<file path="src/rtl/dufr_pkg.sv">
package dufr_pkg;

    localparam int PAYLOAD_DEPTH = 256;
    localparam int STORE_AW      = (PAYLOAD_DEPTH > 1) ? $clog2(PAYLOAD_DEPTH) : 1;

    localparam logic [7:0]  HDR_FIRST  = 8'h5A;
    localparam logic [7:0]  HDR_SECOND = 8'hA5;
    localparam logic [7:0]  CMD_WR     = 8'h82;
    localparam logic [7:0]  CMD_RD     = 8'h83;
    localparam logic [15:0] CRC_POLY   = 16'hA001;
    localparam logic [15:0] CRC_INIT   = 16'hFFFF;

    typedef enum logic [1:0] {
        FUNC_BYTE  = 2'd0,
        FUNC_SET   = 2'd1,
        FUNC_CLEAR = 2'd2,
        FUNC_READ  = 2'd3
    } func_t;

    typedef enum logic [2:0] {
        KIND_MATCH   = 3'd0,
        KIND_TOUCH   = 3'd1,
        KIND_CRC_ERR = 3'd2,
        KIND_DROP    = 3'd3,
        KIND_READ    = 3'd4
    } kind_t;

    typedef enum logic [1:0] {
        PH_HDR1    = 2'd0,
        PH_HDR2    = 2'd1,
        PH_LEN     = 2'd2,
        PH_PAYLOAD = 2'd3
    } phase_t;

    typedef struct packed {
        logic                we;
        logic [STORE_AW-1:0] addr;
        logic [7:0]          data;
    } store_wr_t;

    typedef struct packed {
        kind_t       kind;
        logic [7:0]  frame_command;
        logic [15:0] vp_address;
        logic [15:0] key_value;
        logic [7:0]  frame_length;
        logic        read_hit;
    } stage_t;

    // CRC-16/Modbus, one byte, reflected
    function automatic logic [15:0] crc16_byte(input logic [15:0] crc, input logic [7:0] b);
        logic [15:0] c;
        c = crc ^ {8'h00, b};
        for (int k = 0; k < 8; k++)
        begin
            c = c[0] ? ((c >> 1) ^ CRC_POLY) : (c >> 1);
        end
        return c;
    endfunction

endpackage

</file>
<file path="src/rtl/dufr_item_if.sv">
interface dufr_item_if;
    logic        valid;
    logic        ready;
    logic [1:0]  func;
    logic [7:0]  rx_byte;
    logic [7:0]  pending_command;
    logic [15:0] pending_address;
    logic [7:0]  read_index;

    modport source (
        output valid, func, rx_byte, pending_command, pending_address, read_index,
        input  ready
    );
    modport sink (
        input  valid, func, rx_byte, pending_command, pending_address, read_index,
        output ready
    );
endinterface

</file>
<file path="src/rtl/dufr_result_if.sv">
interface dufr_result_if;
    logic        valid;
    logic        ready;
    logic [2:0]  kind;
    logic [7:0]  frame_command;
    logic [15:0] vp_address;
    logic [15:0] key_value;
    logic [7:0]  frame_length;
    logic [7:0]  read_data;

    modport source (
        output valid, kind, frame_command, vp_address, key_value, frame_length, read_data,
        input  ready
    );
    modport sink (
        input  valid, kind, frame_command, vp_address, key_value, frame_length, read_data,
        output ready
    );
endinterface

</file>
<file path="src/rtl/dufr_store.sv">
module dufr_store
    import dufr_pkg::*;
(
    input  logic                clk,
    input  logic                rst_n,
    input  store_wr_t           wr,
    input  logic                rd_en,
    input  logic [STORE_AW-1:0] rd_addr,
    output logic [7:0]          rd_data,
    output logic                rd_valid
);

    logic [7:0]               mem_array [PAYLOAD_DEPTH];
    logic [7:0]               rd_data_reg;
    logic                     rd_valid_reg;
    logic [PAYLOAD_DEPTH-1:0] valid_reg;

    always_ff @(posedge clk)
    begin
        if (wr.we)
        begin
            mem_array[wr.addr] <= wr.data;
        end
        if (rd_en)
        begin
            rd_data_reg <= mem_array[rd_addr];
        end
    end

    // unwritten entries return rd_valid low
    always_ff @(posedge clk or negedge rst_n)
    begin
        if (!rst_n)
        begin
            valid_reg    <= '0;
            rd_valid_reg <= 1'b0;
        end
        else
        begin
            if (wr.we)
            begin
                valid_reg[wr.addr] <= 1'b1;
            end
            if (rd_en)
            begin
                rd_valid_reg <= valid_reg[rd_addr];
            end
        end
    end

    assign rd_data  = rd_data_reg;
    assign rd_valid = rd_valid_reg;

endmodule

</file>
<file path="src/rtl/dufr_parser.sv">
module dufr_parser
    import dufr_pkg::*;
(
    input  logic                clk,
    input  logic                rst_n,
    input  logic                cfg_we,
    input  logic                cfg_wdata,
    input  logic                accept,
    input  func_t               func,
    input  logic [7:0]          rx_byte,
    input  logic [7:0]          pending_command,
    input  logic [15:0]         pending_address,
    input  logic [7:0]          read_index,
    output logic                stage_valid,
    output stage_t              stage,
    output store_wr_t           store_wr,
    output logic                rd_en,
    output logic [STORE_AW-1:0] rd_addr
);

    phase_t      phase_reg, phase_next;
    logic        crc_enable_reg;
    logic [7:0]  byte_count_reg, byte_count_next;
    logic [7:0]  frame_len_reg, frame_len_next;
    logic [15:0] crc_reg, crc_next;
    logic [15:0] rcrc_reg, rcrc_next;
    logic        pend_valid_reg;
    logic [7:0]  pend_cmd_reg;
    logic [15:0] pend_addr_reg;
    logic [7:0]  b0_reg, b1_reg, b2_reg, b4_reg, b5_reg;
    logic [7:0]  b0_next, b1_next, b2_next, b4_next, b5_next;

    logic        is_byte;
    logic [8:0]  count_inc;
    logic        payload_done;
    logic        finish;
    logic [7:0]  f_cmd;
    logic [15:0] f_addr;
    logic [15:0] f_key;
    logic        crc_bad;
    kind_t       f_kind;

    assign is_byte      = accept && (func == FUNC_BYTE);
    assign count_inc    = {1'b0, byte_count_reg} + 9'd1;
    assign payload_done = count_inc >= {1'b0, frame_len_reg};

    // next phase
    always_comb
    begin
        phase_next = phase_reg;
        if (is_byte)
        begin
            case (phase_reg)
                PH_HDR1:    phase_next = (rx_byte == HDR_FIRST) ? PH_HDR2 : PH_HDR1;
                PH_HDR2:    phase_next = (rx_byte == HDR_SECOND) ? PH_LEN : PH_HDR1;
                PH_LEN:     phase_next = (rx_byte == 8'h00) ? PH_HDR1 : PH_PAYLOAD;
                PH_PAYLOAD: phase_next = payload_done ? PH_HDR1 : PH_PAYLOAD;
                default:    phase_next = PH_HDR1;
            endcase
        end
    end

    // datapath updates per phase
    always_comb
    begin
        frame_len_next  = frame_len_reg;
        byte_count_next = byte_count_reg;
        crc_next        = crc_reg;
        rcrc_next       = rcrc_reg;
        b0_next         = b0_reg;
        b1_next         = b1_reg;
        b2_next         = b2_reg;
        b4_next         = b4_reg;
        b5_next         = b5_reg;
        store_wr        = '0;
        finish          = 1'b0;
        if (is_byte)
        begin
            case (phase_reg)
                PH_LEN:
                begin
                    frame_len_next  = rx_byte;
                    byte_count_next = 8'h00;
                    crc_next        = CRC_INIT;
                    rcrc_next       = 16'h0000;
                    finish          = (rx_byte == 8'h00);
                end
                PH_PAYLOAD:
                begin
                    store_wr.we   = {1'b0, byte_count_reg} < 9'(PAYLOAD_DEPTH);
                    store_wr.addr = byte_count_reg[STORE_AW-1:0];
                    store_wr.data = rx_byte;
                    // trailing two bytes carry the CRC
                    if (({1'b0, byte_count_reg} + 9'd2) < {1'b0, frame_len_reg})
                    begin
                        crc_next = crc16_byte(crc_reg, rx_byte);
                    end
                    rcrc_next       = {rx_byte, rcrc_reg[15:8]};
                    byte_count_next = count_inc[7:0];
                    if (byte_count_reg == 8'd0) b0_next = rx_byte;
                    if (byte_count_reg == 8'd1) b1_next = rx_byte;
                    if (byte_count_reg == 8'd2) b2_next = rx_byte;
                    if (byte_count_reg == 8'd4) b4_next = rx_byte;
                    if (byte_count_reg == 8'd5) b5_next = rx_byte;
                    finish = payload_done;
                end
                default:
                begin
                    finish = 1'b0;
                end
            endcase
        end
    end

    // frame fields; bytes past the length read as zero
    always_comb
    begin
        f_cmd  = (frame_len_next > 8'd0) ? b0_next : 8'h00;
        f_addr = {(frame_len_next > 8'd1) ? b1_next : 8'h00,
                  (frame_len_next > 8'd2) ? b2_next : 8'h00};
        f_key  = {(frame_len_next > 8'd4) ? b4_next : 8'h00,
                  (frame_len_next > 8'd5) ? b5_next : 8'h00};
        crc_bad = crc_enable_reg && ((frame_len_next < 8'd2) || (crc_next != rcrc_next));
        if (crc_bad)
        begin
            f_kind = KIND_CRC_ERR;
        end
        else if (pend_valid_reg && (f_cmd == pend_cmd_reg))
        begin
            if ((f_cmd == CMD_WR) || ((f_cmd == CMD_RD) && (f_addr == pend_addr_reg)))
            begin
                f_kind = KIND_MATCH;
            end
            else
            begin
                f_kind = KIND_DROP;
            end
        end
        else
        begin
            f_kind = KIND_TOUCH;
        end
    end

    assign rd_en   = accept && (func == FUNC_READ);
    assign rd_addr = read_index[STORE_AW-1:0];

    always_comb
    begin
        stage       = '0;
        stage_valid = finish || rd_en;
        if (rd_en)
        begin
            stage.kind     = KIND_READ;
            stage.read_hit = (read_index < frame_len_reg)
                          && ({1'b0, read_index} < 9'(PAYLOAD_DEPTH));
        end
        else
        begin
            stage.kind          = f_kind;
            stage.frame_command = f_cmd;
            stage.vp_address    = f_addr;
            stage.key_value     = f_key;
            stage.frame_length  = frame_len_next;
        end
    end

    always_ff @(posedge clk or negedge rst_n)
    begin
        if (!rst_n)
        begin
            phase_reg      <= PH_HDR1;
            crc_enable_reg <= 1'b0;
            byte_count_reg <= 8'h00;
            frame_len_reg  <= 8'h00;
            crc_reg        <= CRC_INIT;
            rcrc_reg       <= 16'h0000;
            pend_valid_reg <= 1'b0;
            pend_cmd_reg   <= 8'h00;
            pend_addr_reg  <= 16'h0000;
        end
        else
        begin
            phase_reg      <= phase_next;
            byte_count_reg <= byte_count_next;
            frame_len_reg  <= frame_len_next;
            crc_reg        <= crc_next;
            rcrc_reg       <= rcrc_next;
            if (cfg_we)
            begin
                crc_enable_reg <= cfg_wdata;
            end
            if (accept && (func == FUNC_SET))
            begin
                pend_valid_reg <= 1'b1;
                pend_cmd_reg   <= pending_command;
                pend_addr_reg  <= pending_address;
            end
            else if (accept && (func == FUNC_CLEAR))
            begin
                pend_valid_reg <= 1'b0;
            end
        end
    end

    always_ff @(posedge clk)
    begin
        b0_reg <= b0_next;
        b1_reg <= b1_next;
        b2_reg <= b2_next;
        b4_reg <= b4_next;
        b5_reg <= b5_next;
    end

endmodule

</file>
<file path="src/rtl/display_uart_frame_receiver_core.sv">
// Frame receiver for a serial display link.
// item channel: one beat per received byte (func byte), or a command beat that
// sets or clears the pending request, or reads one stored payload byte.
// result channel: one beat at the end of each frame (matched, dropped, touch or
// CRC error) and one beat per read command; other beats give no result.
// crc_enable_we/crc_enable_wdata write the CRC check enable; write it only
// while no beat is in flight.
// Throughput: one item beat per cycle while item.ready is high. A result passes
// through the stage register, loaded together with the registered read port of
// the payload memory, and then through the output register.
// Reset: the parser hunts for the first header byte, the pending request is
// cleared, CRC checking is off and every payload byte reads as zero.
// When the result side stalls, the stage register and the output register fill
// and item.ready drops; it rises again as soon as the output register drains.
module display_uart_frame_receiver_core
    import dufr_pkg::*;
(
    input  logic                 clk,
    input  logic                 rst_n,
    input  logic                 crc_enable_we,
    input  logic                 crc_enable_wdata,
    dufr_item_if.sink            item,
    dufr_result_if.source        result
);

    logic                s1_valid_reg;
    stage_t              s1_reg;
    logic                out_valid_reg;
    stage_t              out_reg;
    logic [7:0]          out_data_reg;

    logic                out_free;
    logic                accept;
    func_t               func;
    logic                stage_valid;
    stage_t              stage;
    store_wr_t           store_wr;
    logic                rd_en;
    logic [STORE_AW-1:0] rd_addr;
    logic [7:0]          rd_data;
    logic                rd_valid;

    assign func       = func_t'(item.func);
    assign out_free   = !out_valid_reg || result.ready;
    assign item.ready = !s1_valid_reg || out_free;
    assign accept     = item.valid && item.ready;

    dufr_parser u_parser (
        .clk             (clk),
        .rst_n           (rst_n),
        .cfg_we          (crc_enable_we),
        .cfg_wdata       (crc_enable_wdata),
        .accept          (accept),
        .func            (func),
        .rx_byte         (item.rx_byte),
        .pending_command (item.pending_command),
        .pending_address (item.pending_address),
        .read_index      (item.read_index),
        .stage_valid     (stage_valid),
        .stage           (stage),
        .store_wr        (store_wr),
        .rd_en           (rd_en),
        .rd_addr         (rd_addr)
    );

    dufr_store u_store (
        .clk      (clk),
        .rst_n    (rst_n),
        .wr       (store_wr),
        .rd_en    (rd_en),
        .rd_addr  (rd_addr),
        .rd_data  (rd_data),
        .rd_valid (rd_valid)
    );

    always_ff @(posedge clk or negedge rst_n)
    begin
        if (!rst_n)
        begin
            s1_valid_reg  <= 1'b0;
            out_valid_reg <= 1'b0;
        end
        else
        begin
            if (item.ready)
            begin
                s1_valid_reg <= accept && stage_valid;
            end
            if (out_free)
            begin
                out_valid_reg <= s1_valid_reg;
            end
        end
    end

    always_ff @(posedge clk)
    begin
        if (accept)
        begin
            s1_reg <= stage;
        end
        // advance stage into output register, merging the memory read
        if (s1_valid_reg && out_free)
        begin
            out_reg      <= s1_reg;
            out_data_reg <= (s1_reg.read_hit && rd_valid) ? rd_data : 8'h00;
        end
    end

    assign result.valid         = out_valid_reg;
    assign result.kind          = out_reg.kind;
    assign result.frame_command = out_reg.frame_command;
    assign result.vp_address    = out_reg.vp_address;
    assign result.key_value     = out_reg.key_value;
    assign result.frame_length  = out_reg.frame_length;
    assign result.read_data     = out_data_reg;

`ifndef NO_ASSERTIONS
    a_stage_hold: assert property (@(posedge clk) disable iff (!rst_n)
        (s1_valid_reg && !out_free) |=> (s1_valid_reg && $stable(s1_reg)))
        else $error("stage register changed while stalled");

    a_read_result: assert property (@(posedge clk) disable iff (!rst_n)
        (accept && (func == FUNC_READ)) |=> (s1_valid_reg && (s1_reg.kind == KIND_READ)))
        else $error("read beat did not produce a read result");

    a_pend_no_result: assert property (@(posedge clk) disable iff (!rst_n)
        (accept && ((func == FUNC_SET) || (func == FUNC_CLEAR))) |=> !s1_valid_reg)
        else $error("pending request beat produced a result");

    a_frame_no_data: assert property (@(posedge clk) disable iff (!rst_n)
        (out_valid_reg && (out_reg.kind != KIND_READ)) |-> (out_data_reg == 8'h00))
        else $error("frame result carries read data");
`endif

endmodule
</file>
<file path="src/flat_wrapper.sv">
// flat-port wrapper written by rule: the top's interface ports become plain ports
module display_uart_frame_receiver_core_flat import dufr_pkg::*;
  (clk, rst_n, crc_enable_we, crc_enable_wdata, item_valid, item_func, item_rx_byte, item_pending_command, item_pending_address, item_read_index, item_ready, result_valid, result_kind, result_frame_command, result_vp_address, result_key_value, result_frame_length, result_read_data, result_ready);
  dufr_item_if item_i ();
  dufr_result_if result_i ();
  input  logic clk;
  input  logic rst_n;
  input  logic crc_enable_we;
  input  logic crc_enable_wdata;
  input wire logic [$bits(item_i.valid)-1:0] item_valid;
  input wire logic [$bits(item_i.func)-1:0] item_func;
  input wire logic [$bits(item_i.rx_byte)-1:0] item_rx_byte;
  input wire logic [$bits(item_i.pending_command)-1:0] item_pending_command;
  input wire logic [$bits(item_i.pending_address)-1:0] item_pending_address;
  input wire logic [$bits(item_i.read_index)-1:0] item_read_index;
  output wire logic [$bits(item_i.ready)-1:0] item_ready;
  output wire logic [$bits(result_i.valid)-1:0] result_valid;
  output wire logic [$bits(result_i.kind)-1:0] result_kind;
  output wire logic [$bits(result_i.frame_command)-1:0] result_frame_command;
  output wire logic [$bits(result_i.vp_address)-1:0] result_vp_address;
  output wire logic [$bits(result_i.key_value)-1:0] result_key_value;
  output wire logic [$bits(result_i.frame_length)-1:0] result_frame_length;
  output wire logic [$bits(result_i.read_data)-1:0] result_read_data;
  input wire logic [$bits(result_i.ready)-1:0] result_ready;
  assign item_i.valid = item_valid;
  assign item_i.func = item_func;
  assign item_i.rx_byte = item_rx_byte;
  assign item_i.pending_command = item_pending_command;
  assign item_i.pending_address = item_pending_address;
  assign item_i.read_index = item_read_index;
  assign item_ready = item_i.ready;
  assign result_valid = result_i.valid;
  assign result_kind = result_i.kind;
  assign result_frame_command = result_i.frame_command;
  assign result_vp_address = result_i.vp_address;
  assign result_key_value = result_i.key_value;
  assign result_frame_length = result_i.frame_length;
  assign result_read_data = result_i.read_data;
  assign result_i.ready = result_ready;
  display_uart_frame_receiver_core u_core (.clk(clk), .rst_n(rst_n), .crc_enable_we(crc_enable_we), .crc_enable_wdata(crc_enable_wdata), .item(item_i), .result(result_i));
endmodule
</file>
<file path="config.mk">
export PLATFORM = sky130hd
export DESIGN_NAME = display_uart_frame_receiver_core_flat
export DESIGN_NICKNAME = d
export VERILOG_FILES = /design/src/rtl/dufr_pkg.sv /design/src/rtl/dufr_item_if.sv /design/src/rtl/dufr_result_if.sv /design/src/rtl/dufr_store.sv /design/src/rtl/dufr_parser.sv /design/src/rtl/display_uart_frame_receiver_core.sv /design/src/flat_wrapper.sv
export SDC_FILE = /design/constraint.sdc
export NUM_CORES = 2
export LEC_CHECK = 0
export ABC_AREA = 1
export BUFFER_PORTS_ARGS = -buffer_cell sky130_fd_sc_hd__buf_2
export CORE_UTILIZATION = 50
export CTS_CLUSTER_DIAMETER = 80
export DETAILED_ROUTE_END_ITERATION = 7
export PLACE_DENSITY = 0.67
export RECOVER_POWER = 50
export SLEW_MARGIN = 20
export SYNTH_ARGS = -nofsm -noshare
export SYNTH_HDL_FRONTEND = slang
export SYNTH_HIERARCHICAL = 1
export SYNTH_SLANG_ARGS = --single-unit
</file>
<file path="constraint.sdc">
create_clock -name clk -period 12 [get_ports clk]
set_input_delay 2.4 -clock clk [delete_from_list [all_inputs] [get_ports clk]]
set_output_delay 2.4 -clock clk [all_outputs]
set_load 0.01 [all_outputs]
</file>
==> impl_metrics.yaml <==
critical_path:
  critPathSlowestCell: "clkbuf_1"
  critical_path_arrival_ns: 9.18
  critPathKind: "in2reg"
  path_cells: "clkbuf_1 > inv_1 > nand3_1 > nand2_1 > clkinv_1 > clkbuf_1 > nand2_2 > nor2_1 > nand2_2 > buf_4 > nor2_4 > clkbuf_2"
  end_kind: "flip-flop"
  cp_top_family: "buffers and inverters"
  cp-start-kind: "input port"
  crit_buf_inv: 6
  worstPathMaxFanout: 80
  cp_data_required_time_ns: 12.43
  max_stage_delay_ns: 2.15
clock_network:
  cts_setup_buffers: 0
  cts_buffers: 276
  clock-sinks: 2542
  clkTransAtPathRegs_ns: 0.06
  cts_tree: "built"
  clk_path_buf_depth: 4
  clk-insertion-delay-late_ns: 0.93
  htree_levels: 5
  root_buffer: "clkbuf_16"
  cts_resized: 0
  hold_buffers: 0
placement:
  gp_congestion: 0.891
  hpwl_microns: 157000
  portBuffers: 108
  post-place-ws_ns: 4.60
  place_area_sq_um: 106000
final_layout:
  utilization_pct: 55.6
  largest_reg_flops: 2048
  fin_area_sq_um: 114000
  nNetsFinal: 8841
  syn_to_final_growth_pct: 10.1
  final_layout_size_suffix_gt1_share_pct: 9.29
synth:
  avgSynthCellArea_sq_um: 11.7
  ys_ff_latch: 2542
  synth_top_area_share_pct: 62.8
  synth_top_family_by_area: "simple AND/OR/NAND/NOR gates"
  synth-simple-area-share_pct: 17.6
  postSynthCellCount: 8860
  synth.distinct_cells: 52
  synth_fa_ha_area_share_pct: 0.338
  yosys.area_share.xor_xnor_pct: 0.194
  synthTopCellsByArea: "edfxtp_1 63%, dfrtp_1 7.7%, nand3_1 6.0%"
  synth_compound_area_share_pct: 6.46
  synth_nets: 8936
  seq_area_frac_synth_pct: 71.6
  synth.area.mux_share_pct: 0.228
  yosysTopAreaCell: "edfxtp_1"
  yosys_warnings: 6
  syn-cell-area_sq_um: 104000
run_status:
  violations: "capacitance limit, slew limit"
  status: "finished with violations"
timing:
  rsz0062_at_grt: "false"
  tightest_slew_ns: 5.12
  hold_viol: 0
  period_needed_ns: 8.75
  setup_viol: 0
  finalCritPeriodShare_pct: 72.9
  slew_viol_final: 437
  finalWorstSetupSlack_ns: 3.25
  fin_skew_ns: 0.0394
  setup_tns_ns: 0
  relSlewSlack_pct: -242
  fmax_mhz: 114
detailed_routing:
  vias: 70000
  dr.pass1.iters: 6
  via_per_inst: 6.00
  antenna_left: 0
  wl_microns: 285000
  first_iter_violations: 8852
  wl_per_cell_microns: 24.4
  remaining_drc_errors: 0
floorplan:
  die_y_microns: 457
  core_sq_um: 205000
  die_area_sq_um: 209000
  fp-row-count: 166
  io_pins: 109
  initial_core_util_pct: 50.5
  die_w_microns: 457
power_and_ir_drop:
  ir_worst_vdd_mv: 0.122
  powerDensity_nw_per_um2: 173
  leakage_nw: 41.8
global_route:
  grt_max_degree: 238
  antenna_found_initial: 8
  grt_overflow: 0
  grt_pass1_wl_microns: 425000
  grt_pass1_vias: 67400
  gr-usage-all-layers_pct: 26.9
hold_path:
  worst_hold_path_type: "reg2reg"
flow_run:
  cap_violations: 7
## path summary, 6_finish.rpt
path | from | endpoint | slack [ns] | cells after the start
min in group asynchronous | rst_n | u_core/u_parser/rcrc_reg[8]$_DFF_PN0_ | 3.33 | 1
worst min register to register | u_core/s1_reg[26]$_DFFE_PP_ | u_core/result.vp_address[1]$_DFFE_PP_ | 0.41 | 0
max in group asynchronous | rst_n | u_core/u_store/valid_reg[93]$_DFFE_PN0P_ | 3.77 | 2
worst max register to register | u_core/result.valid$_DFFE_PN0P_ | u_core/u_store/mem_array[0][2]$_DFFE_PP_ | 4.46 | 10
worst max-delay path | result_ready | u_core/u_store/mem_array[0][2]$_DFFE_PP_ | 3.25 | 12
worst min-delay path | u_core/s1_reg[26]$_DFFE_PP_ | u_core/result.vp_address[1]$_DFFE_PP_ | 0.41 | 0
## report_power, final
group          switching [W]  internal, W
registers          0.0000951      0.00979
clock network        0.00332      0.00480
logic                0.00128     0.000500
total                0.00469       0.0151
## per-layer routing
| layer | GRT usage, % | vias to the layer above | wire, microns |
|---|---|---|---|
| li1 | - | 31100 | - |
| met1 | 36.9 | 34600 | 114000 |
| met2 | 41.9 | 3671 | 132000 |
| met3 | 5.55 | 586 | 27800 |
| met4 | 11.2 | 6 | 11600 |
| met5 | 0 | - | 41 |
## placed cells by master (no fill, tap or decap), drive strengths merged, types with 3 or more instances in the layout
cell type,n
dfrtp,319
nand3b,22
mux2,21
o21ai,801
clkinvlp,6
xnor2,6
diode,5
bufinv,14
nor3,7
clkinv,75
o211ai,3
or2,264
nand3,1243
dfxtp,40
clkbuf,462
edfxtp,2167
xor2,17
buf,122
a21oi,54
ha,28
inv,223
nand4,6
dfstp,16
nor2,1110
o22ai,371
nand2,1561
## stage by stage
step / cells / power (W) / hold WS, ns
CTS: 11700 / 0.0199 / 0.413
global placement: 11200 / 0.0118 / 0.405
finish: 11700 / 0.0198 / 0.414
detailed placement: 11200 / 0.0118 / 0.405
global route: 11700 / 0.0204 / 0.412
floorplan: 8860 / 0.0113 / 0.400
## kinds of logic after synthesis
kind of cell | Yosys count
and+or+nand+nor | 4216
DFF | 2542
AOI/OAI and AO/OA | 1235
buffers and inverters | 795
adders and majority gates | 28
xor gates and xnor gates | 23
muxes | 21
## synth_stat cells, drive strengths merged
master / n
a21boi: 1
a21oi: 54
a22oi: 1
a41o: 1
buf: 334
clkbuf: 237
clkinv: 5
dfrtp: 319
dfstp: 16
dfxtp: 40
edfxtp: 2167
ha: 28
inv: 219
mux2: 21
nand2: 1561
nand3: 1243
nand3b: 22
nand4: 6
nor2: 1110
nor2b: 1
nor3: 7
nor3b: 2
o211ai: 3
o21ai: 801
o21bai: 1
o221ai: 1
o22ai: 371
o311ai: 1
or2: 264
xnor2: 6
xor2: 17
## final cells by class
class	count	area [sq um]
Timing Repair Buffer	198	1350
Inverter	224	877
Antenna cell	5	12.5
Clock inverter	94	831
Tap cell	2688	3360
Multi-Input combinational cell	5523	25800
Sequential cell	2542	74300
Fill cell	16800	91200
Clock buffer	386	7750
Power figures use the tool's default switching activity.
